`src/sv/fifo_queue_with_max_core_assert.svh`:
```
// ----------------------------------------------------------------------------
// fifo_queue_with_max_core assertion macros
// Concurrent assertion wrappers shared by the queue RTL.
// ----------------------------------------------------------------------------
`ifndef FIFO_QUEUE_WITH_MAX_CORE_ASSERT_SVH
`define FIFO_QUEUE_WITH_MAX_CORE_ASSERT_SVH

`ifndef ASSERT_OFF

`define FQM_ASSERT(lbl, prop, msg) \
    lbl: assert property (@(posedge clk) disable iff (!rst_n) prop) else $error(msg);

`define FQM_ASSERT_NEXT(lbl, ante, cons, msg) \
    lbl: assert property (@(posedge clk) disable iff (!rst_n) (ante) |=> (cons)) \
        else $error(msg);

`else

`define FQM_ASSERT(lbl, prop, msg)

`define FQM_ASSERT_NEXT(lbl, ante, cons, msg)

`endif

`endif

```
`src/sv/fqm_pkg.sv`:
```
// ----------------------------------------------------------------------------
// fqm_pkg
// Shared types and codes for the queue with maximum query.
// ----------------------------------------------------------------------------
package fqm_pkg;

    localparam int PORT_W   = 32;
    localparam int STATUS_W = 2;

    localparam logic KIND_PUSH = 1'b0;
    localparam logic KIND_POP  = 1'b1;

    localparam logic [STATUS_W-1:0] ST_OK    = 2'd0;
    localparam logic [STATUS_W-1:0] ST_EMPTY = 2'd1;
    localparam logic [STATUS_W-1:0] ST_FULL  = 2'd2;

    typedef struct packed {
        logic rotate;
        logic load;
    } cell_ctrl_t;

endpackage

```
`src/sv/fqm_cell.sv`:
```
// ----------------------------------------------------------------------------
// fqm_cell
// One storage cell of the queue chain: holds, loads, or takes its neighbor.
// ----------------------------------------------------------------------------
module fqm_cell #(
    parameter int VALUE_WIDTH = 32
) (
    input  logic                          clk,
    input  fqm_pkg::cell_ctrl_t           ctrl,
    input  logic signed [VALUE_WIDTH-1:0] neighbor,
    input  logic signed [VALUE_WIDTH-1:0] load_value,
    output logic signed [VALUE_WIDTH-1:0] value
);

    logic signed [VALUE_WIDTH-1:0] value_reg;
    logic signed [VALUE_WIDTH-1:0] value_next;

    always_comb
    begin
        value_next = value_reg;
        if (ctrl.load)
        begin
            value_next = load_value;
        end
        else if (ctrl.rotate)
        begin
            value_next = neighbor;
        end
    end

    always_ff @(posedge clk)
    begin
        value_reg <= value_next;
    end

    assign value = value_reg;

endmodule

```
`src/sv/fifo_queue_with_max_core.sv`:
```
// ----------------------------------------------------------------------------
// fifo_queue_with_max_core
// FIFO of signed values that reports occupancy and the largest held value.
// ----------------------------------------------------------------------------
// Each item (push or pop) is handled in two steps: first the operation is
// applied to a chain of DEPTH cells whose first cell is the head, then the
// chain rotates once around its full length, one cell per cycle, while the
// head cell is compared against a running maximum. The chain ends up back in
// the order that the operation left. The next item is taken as soon as the
// rotation ends; a result not yet taken waits in the output register, and the
// following result stalls only until that one is taken. No initialization
// pass is needed after reset.
module fifo_queue_with_max_core #(
    parameter int DEPTH       = 16,
    parameter int VALUE_WIDTH = 32
) (
    input  logic                              clk,
    input  logic                              rst_n,

    input  logic                              item_valid,
    output logic                              item_ready,
    input  logic                              kind,
    input  logic signed [fqm_pkg::PORT_W-1:0] push_value,

    output logic                              result_valid,
    input  logic                              result_ready,
    output logic [fqm_pkg::STATUS_W-1:0]      status,
    output logic signed [fqm_pkg::PORT_W-1:0] popped_value,
    output logic [$clog2(DEPTH + 1)-1:0]      occupancy,
    output logic                              is_empty,
    output logic signed [fqm_pkg::PORT_W-1:0] largest_value
);

`include "fifo_queue_with_max_core_assert.svh"

    localparam int CNT_W  = $clog2(DEPTH + 1);
    localparam int STEP_W = (DEPTH > 1) ? $clog2(DEPTH) : 1;

    localparam logic [1:0] S_IDLE = 2'd0;
    localparam logic [1:0] S_WALK = 2'd1;
    localparam logic [1:0] S_HOLD = 2'd2;

    logic [1:0]        state_reg, state_next;
    logic [CNT_W-1:0]  count_reg, count_next;
    logic [STEP_W-1:0] step_reg, step_next;
    logic              result_valid_reg, result_valid_next;

    logic [fqm_pkg::STATUS_W-1:0]  status_pend_reg, status_pend_next;
    logic signed [VALUE_WIDTH-1:0] popped_pend_reg, popped_pend_next;
    logic signed [VALUE_WIDTH-1:0] acc_reg, acc_next;

    logic [fqm_pkg::STATUS_W-1:0]  status_reg, status_next;
    logic signed [VALUE_WIDTH-1:0] popped_reg, popped_next;
    logic [CNT_W-1:0]              occ_reg, occ_next;
    logic signed [VALUE_WIDTH-1:0] largest_reg, largest_next;

    logic signed [VALUE_WIDTH-1:0] cell_value [DEPTH];
    fqm_pkg::cell_ctrl_t           cell_ctrl  [DEPTH];
    logic signed [VALUE_WIDTH-1:0] push_ext;
    logic signed [VALUE_WIDTH-1:0] head_value;

    logic item_xfer, result_xfer;
    logic push_ok, pop_ok;
    logic is_full, is_none;
    logic walk_last, out_free;
    logic in_range, take_head;
    logic signed [VALUE_WIDTH-1:0] walk_max;

    assign push_ext   = VALUE_WIDTH'(push_value);
    assign head_value = cell_value[0];

    assign item_ready  = (state_reg == S_IDLE);
    assign item_xfer   = item_valid && item_ready;
    assign result_xfer = result_valid_reg && result_ready;
    assign out_free    = !result_valid_reg || result_ready;

    assign is_full = (count_reg == CNT_W'(DEPTH));
    assign is_none = (count_reg == '0);
    assign push_ok = item_xfer && (kind == fqm_pkg::KIND_PUSH) && !is_full;
    assign pop_ok  = item_xfer && (kind == fqm_pkg::KIND_POP) && !is_none;

    assign walk_last = (step_reg == STEP_W'(DEPTH - 1));
    assign in_range  = (CNT_W'(step_reg) < count_reg);
    assign take_head = in_range && ((step_reg == '0) || (head_value > acc_reg));
    assign walk_max  = take_head ? head_value : acc_reg;

    genvar gi;
    generate
        for (gi = 0; gi < DEPTH; gi++)
        begin : g_cell
            assign cell_ctrl[gi].rotate = pop_ok || (state_reg == S_WALK);
            assign cell_ctrl[gi].load   = push_ok && (count_reg == CNT_W'(gi));

            fqm_cell #(
                .VALUE_WIDTH (VALUE_WIDTH)
            ) u_cell (
                .clk        (clk),
                .ctrl       (cell_ctrl[gi]),
                .neighbor   (cell_value[(gi + 1) % DEPTH]),
                .load_value (push_ext),
                .value      (cell_value[gi])
            );
        end
    endgenerate

    always_comb
    begin
        state_next        = state_reg;
        count_next        = count_reg;
        step_next         = step_reg;
        result_valid_next = result_valid_reg;
        status_pend_next  = status_pend_reg;
        popped_pend_next  = popped_pend_reg;
        acc_next          = acc_reg;
        status_next       = status_reg;
        popped_next       = popped_reg;
        occ_next          = occ_reg;
        largest_next      = largest_reg;

        if (result_xfer)
        begin
            result_valid_next = 1'b0;
        end

        case (state_reg)
            S_IDLE:
            begin
                if (item_xfer)
                begin
                    status_pend_next = fqm_pkg::ST_OK;
                    popped_pend_next = '0;
                    if (kind == fqm_pkg::KIND_PUSH)
                    begin
                        if (is_full)
                        begin
                            status_pend_next = fqm_pkg::ST_FULL;
                        end
                        else
                        begin
                            count_next = count_reg + 1'b1;
                        end
                    end
                    else
                    begin
                        if (is_none)
                        begin
                            status_pend_next = fqm_pkg::ST_EMPTY;
                        end
                        else
                        begin
                            popped_pend_next = head_value;
                            count_next       = count_reg - 1'b1;
                        end
                    end
                    step_next  = '0;
                    acc_next   = '0;
                    state_next = S_WALK;
                end
            end
            S_WALK:
            begin
                acc_next  = walk_max;
                step_next = step_reg + 1'b1;
                if (walk_last)
                begin
                    step_next = '0;
                    if (out_free)
                    begin
                        status_next       = status_pend_reg;
                        popped_next       = popped_pend_reg;
                        occ_next          = count_reg;
                        largest_next      = walk_max;
                        result_valid_next = 1'b1;
                        state_next        = S_IDLE;
                    end
                    else
                    begin
                        state_next = S_HOLD;
                    end
                end
            end
            S_HOLD:
            begin
                if (out_free)
                begin
                    status_next       = status_pend_reg;
                    popped_next       = popped_pend_reg;
                    occ_next          = count_reg;
                    largest_next      = acc_reg;
                    result_valid_next = 1'b1;
                    state_next        = S_IDLE;
                end
            end
            default:
            begin
                state_next = S_IDLE;
            end
        endcase
    end

    always_ff @(posedge clk or negedge rst_n)
    begin
        if (!rst_n)
        begin
            state_reg        <= S_IDLE;
            count_reg        <= '0;
            step_reg         <= '0;
            result_valid_reg <= 1'b0;
        end
        else
        begin
            state_reg        <= state_next;
            count_reg        <= count_next;
            step_reg         <= step_next;
            result_valid_reg <= result_valid_next;
        end
    end

    always_ff @(posedge clk)
    begin
        status_pend_reg <= status_pend_next;
        popped_pend_reg <= popped_pend_next;
        acc_reg         <= acc_next;
        status_reg      <= status_next;
        popped_reg      <= popped_next;
        occ_reg         <= occ_next;
        largest_reg     <= largest_next;
    end

    assign result_valid  = result_valid_reg;
    assign status        = status_reg;
    assign popped_value  = fqm_pkg::PORT_W'($unsigned(popped_reg));
    assign occupancy     = occ_reg;
    assign is_empty      = (occ_reg == '0);
    assign largest_value = fqm_pkg::PORT_W'($unsigned(largest_reg));

    `FQM_ASSERT(a_count_bound, count_reg <= CNT_W'(DEPTH), "entry count above depth")
    `FQM_ASSERT_NEXT(a_push_count, push_ok, count_reg == $past(count_reg) + 1'b1, "push count")
    `FQM_ASSERT_NEXT(a_pop_count, pop_ok, count_reg == $past(count_reg) - 1'b1, "pop count")
    `FQM_ASSERT_NEXT(a_walk_done, (state_reg == S_WALK) && walk_last && out_free, result_valid_reg && (state_reg == S_IDLE), "walk end without result")
    `FQM_ASSERT(a_empty_max, (result_valid_reg && (occ_reg == '0)) |-> (largest_reg == '0), "nonzero max on empty")

endmodule
```
`config.mk`:
```
export PLATFORM = sky130hd
export DESIGN_NAME = fifo_queue_with_max_core
export DESIGN_NICKNAME = d
export VERILOG_FILES = /design/src/sv/fqm_pkg.sv /design/src/sv/fqm_cell.sv /design/src/sv/fifo_queue_with_max_core.sv
export VERILOG_INCLUDE_DIRS = /design/src /design/src/sv
export SDC_FILE = /design/constraint.sdc
export NUM_CORES = 1
export LEC_CHECK = 0
export BUFFER_PORTS_ARGS = -buffer_cell sky130_fd_sc_hd__buf_4
export CAP_MARGIN = 20
export CORE_MARGIN = 2
export CORE_UTILIZATION = 51
export CTS_CLUSTER_DIAMETER = 150
export DETAILED_ROUTE_END_ITERATION = 7
export PLACE_DENSITY = 0.68
export SYNTH_ARGS = -nofsm -noshare
export SYNTH_HDL_FRONTEND = slang
export SYNTH_SLANG_ARGS = --single-unit
```
`constraint.sdc`:
```
create_clock -name clk -period 7.19 [get_ports clk]
set_input_delay 0.719 -clock clk [delete_from_list [all_inputs] [get_ports clk]]
set_output_delay 0.719 -clock clk [all_outputs]
set_load 0.02 [all_outputs]
```
==> summary.md <==
| Metric | Value |
|---|---|
| Outcome | `finished, final reports clean` |
| Number of flip-flops under the largest register name | `about 510` |
| Dpl hpwl | `35.9 mm` |
| Clock tree skew after final layout | `0.0160 ns` |
| Max-cap check violation count | `0` |
| Buffer depth of the longest clock path | `3` |
| Net count, final | `about 1.9k` |
| Leakage dissipation | `11.8 nW` |
| Flop2flop setup slack | `between 3 and 4 ns` |
| Rows | `87` |
| Detail-routed net length per standard cell | `22.8 µm` |
| Hold Path Cell Cnt | `0` |
| Antenna Diode Count | `0` |
| Gr usage total | `0.205` |
| Footprint of the multi-input gates | `roughly 8400 µm²` |
| Number of fillers in the final layout | `4110` |
| Via count of the first global-routing pass | `about 15k` |
| Arrival time of data at the critical path endpoint | `4.03 ns` |
| Largest net degree at the start of global routing | `73` |
| Number of iterations in the first detailed-routing pass | `5` |
| Clock network latency to the later pin of the worst-skew pair | `between 0.5 and 0.6 ns` |
| End of the worst hold path | `popped_value[11]$_DFFE_PP_` |
| Share of synthesized flip-flops with an asynchronous set or reset | `0.0182` |
| Worst IR drop on VDD | `0.000482 V` |
| Sequential cell area fraction in the yosys report | `0.688` |
| Commonest cells after routing, fill and taps aside | `edfxtp_1, mux2_2, buf_4` |
| Routed WL | `slightly below 60 mm` |
| Average cell area after synthesis | `17.0 µm²` |
| Post-synth EDFFs | `~650` |
| Buffers inserted during post-CTS setup optimization | `0` |
| Count of instances resized after the clock tree is built | `0` |
| Endpoints failing hold | `0` |
| Sink count of the clock tree | `661` |
| Final worst setup slack | `around 3.5 ns` |
| Number of flip-flops and latches in the synthesized netlist | `661` |
| Power per cell area | `484 nW/µm²` |
| TritonCTS clock tree | `yes` |
| Portion of synthesized cell area occupied by the leading cell type | `0.677` |
| Hold wc startpoint | `popped_pend_reg[11]$_SDFFCE_PP0P_` |
| Clock period minus worst slack | `about 3.7 ns` |
| Total negative slack | `0 ns` |
| Die height | `242 µm` |
| Total power consumption of the routed design | `15.8 mW` |
| Mapped Nets | `1779` |
| Required time worst endpoint | `7.52 ns` |
| Maximum fanout along the worst path | `23` |
| CTS HTree Levels | `3` |
| Detailed-route vias per instance | `5.65` |
| Post-route design area | `about 33000 µm²` |
| Worst hold-check slack | `0.418 ns` |
| Horiz. Die Dim | `242 µm` |
| Fraction of layout cells with a size suffix above 1 | `0.412` |
| Worst Tran Pin Value | `0.836 ns` |
| Final setup vio count | `0` |
| Netlist Area Pre-Place | `28800 µm²` |
| Clock root buffer | `clkbuf_16` |
| Pins Over Slew Limit | `0` |
| Sequential cell area | `between 15000 and 20000 µm²` |
| Clock transition at the register clock pins on the worst setup and hold paths after CTS | `0.06 ns` |
| Total via count after detailed routing | `14.8k` |
| Number of CTS-inserted buffers | `68` |
| Top cells by area, synth | `edfxtp_1, mux2_2, ha_1` |
| Critical path startpoint category | `flop` |
| Period Utilization, post-route | `0.515` |
| Gr ovfl total | `0` |
| IO buf count | `between 100 and 150` |
| Total DRC errors in the routed layout | `0` |
| Antenna Violating Nets Remaining | `0` |
| Worst r2r dst | `largest_value[12]$_DFFE_PP_` |
| Util after Layout | `0.582` |
| Reg2Reg Depth | `9` |
| Unrepaired setup endpoints after global routing | `false` |
| Initial core utilization | `0.513` |
| Cell count after placement | `2496` |
| Relative slew margins | `0.443` |
| Unique cell type count in the Yosys netlist | `45` |
| Area Growth Syn to Fin | `13.4%` |
| Worst setup path category | `flop to flop` |
| Biggest area consumer among synthesized cells | `edfxtp_1` |
| Antenna violations before repair | `0` |
| Die area | `58300 µm²` |
| I/O pin count | `around 110` |
| Core Box Area | `56100 µm²` |
| Most common cell after layout, fill and taps aside | `edfxtp_1` |
| Starting DRC count in detailed routing | `1333` |
| Fmax | `around 270 MHz` |
| Post-route insts no fill | `approximately 2.6k` |
| Worst slack at placement | `3.45 ns` |
| Startpoint of the worst-slack reg-to-reg timing path | `g_cell[0].u_cell.value[19]$_DFFE_PP_` |
| Number of synthesis warnings | `0` |
| Final GP Congestion | `0.837` |
| Critical Path Sink Type | `flop` |
| Global-route wire length before repair | `92.7 mm` |
| Placed Instance Area | `about 30000 µm²` |
| Hold/Removal Path Class | `flop to flop` |
| Dominant register cell in the synthesized netlist | `edfxtp_1` |
| Number of instances in the synthesized netlist | `1696` |
==> metal layers <==
metal / GRT usage / share of wire / vias up
li1: - / - / 6706
met1: 0.299 / 0.46 / 7556
met2: 0.320 / 0.46 / 456
met3: 0.0295 / 0.054 / 77
met4: 0.0650 / 0.020 / 0
met5: 0 / 0 / -
==> power breakdown <==
| part | switching, mW | internal [mW] | leakage, nW |
|---|---|---|---|
| registers | 0.736 | 7.12 | 6.49 |
| logic | 2.50 | 2.06 | 4.29 |
| clock network | 1.42 | 1.97 | 1.05 |
==> synthesized netlist by cell type (all sizes together), types with 2 or more instances <==
master,instances
nor2,16
nor2b,3
nand3,13
nand4,7
nor3b,3
o22ai,3
or4,2
o21ai,13
and2,38
nor3,4
nand2b,3
nand2,107
edfxtp,649
xnor2,3
and3,4
mux2i,34
a21o,4
dfrtp,12
clkbuf,61
ha,46
inv,48
mux2,544
buf,44
o31ai,2
a21oi,20
==> worst max-delay path by stage <==
stage,to,depth (start not counted),startpoint,slack [ns]
3_5_place_dp,largest_value[12]$_DFFE_PP_,9,g_cell[0].u_cell.value[19]$_DFFE_PP_,3.45
3_3_place_gp,g_cell[13].u_cell.value[16]$_DFFE_PP_,6,item_valid,3.48
5_1_grt,largest_value[11]$_DFFE_PP_,9,g_cell[0].u_cell.value[29]$_DFFE_PP_,3.30
2_1_floorplan,g_cell[0].u_cell.value[0]$_DFFE_PP_,7,state_reg[0]$_DFFE_PN0P_,3.86
6_report,largest_value[12]$_DFFE_PP_,9,g_cell[0].u_cell.value[19]$_DFFE_PP_,3.49
4_1_cts,largest_value[12]$_DFFE_PP_,9,g_cell[0].u_cell.value[19]$_DFFE_PP_,3.44
==> critical path, cell delays in order (launching register included) <==
cell and delay [ns]:
edfxtp_1 0.44, ha_1 0.36, nand2_1 0.07, o21ai_0 0.52, nor4b_1 0.31, nor3b_1 0.11
and4b_1 0.28, o31ai_4 0.52, buf_4 0.44, mux2_1 0.37
==> kinds of logic after synthesis <==
logic type                 count (synthesis)  share of synthesized area
AOI/OAI and AO/OA                         50                     0.0110
xor gates and xnor gates                   4                    0.00122
adders and majority gates                 46                     0.0200
buffers and inverters                    153                     0.0211
DFF                                      661                      0.688
muxes                                    578                      0.225
and+or+nand+nor                          204                     0.0342
==> what timing repair did <==
item                                   4_1_cts  5_1_grt
endpoints found under the hold margin       12        0
hold buffers                                 1        0
setup endpoints to repair                    0        0
==> cell type report <==
cell class / count / area share
inverters: 48 / 0.00552
multi-input cells: 882 / 0.257
flip-flops and latches: 661 / 0.606
clock buffers: 87 / 0.0582
repair buffers: 151 / 0.0366
clock inverters: 33 / 0.00709
well taps: 756 / 0.0290
Power figures use the tool's default switching activity.
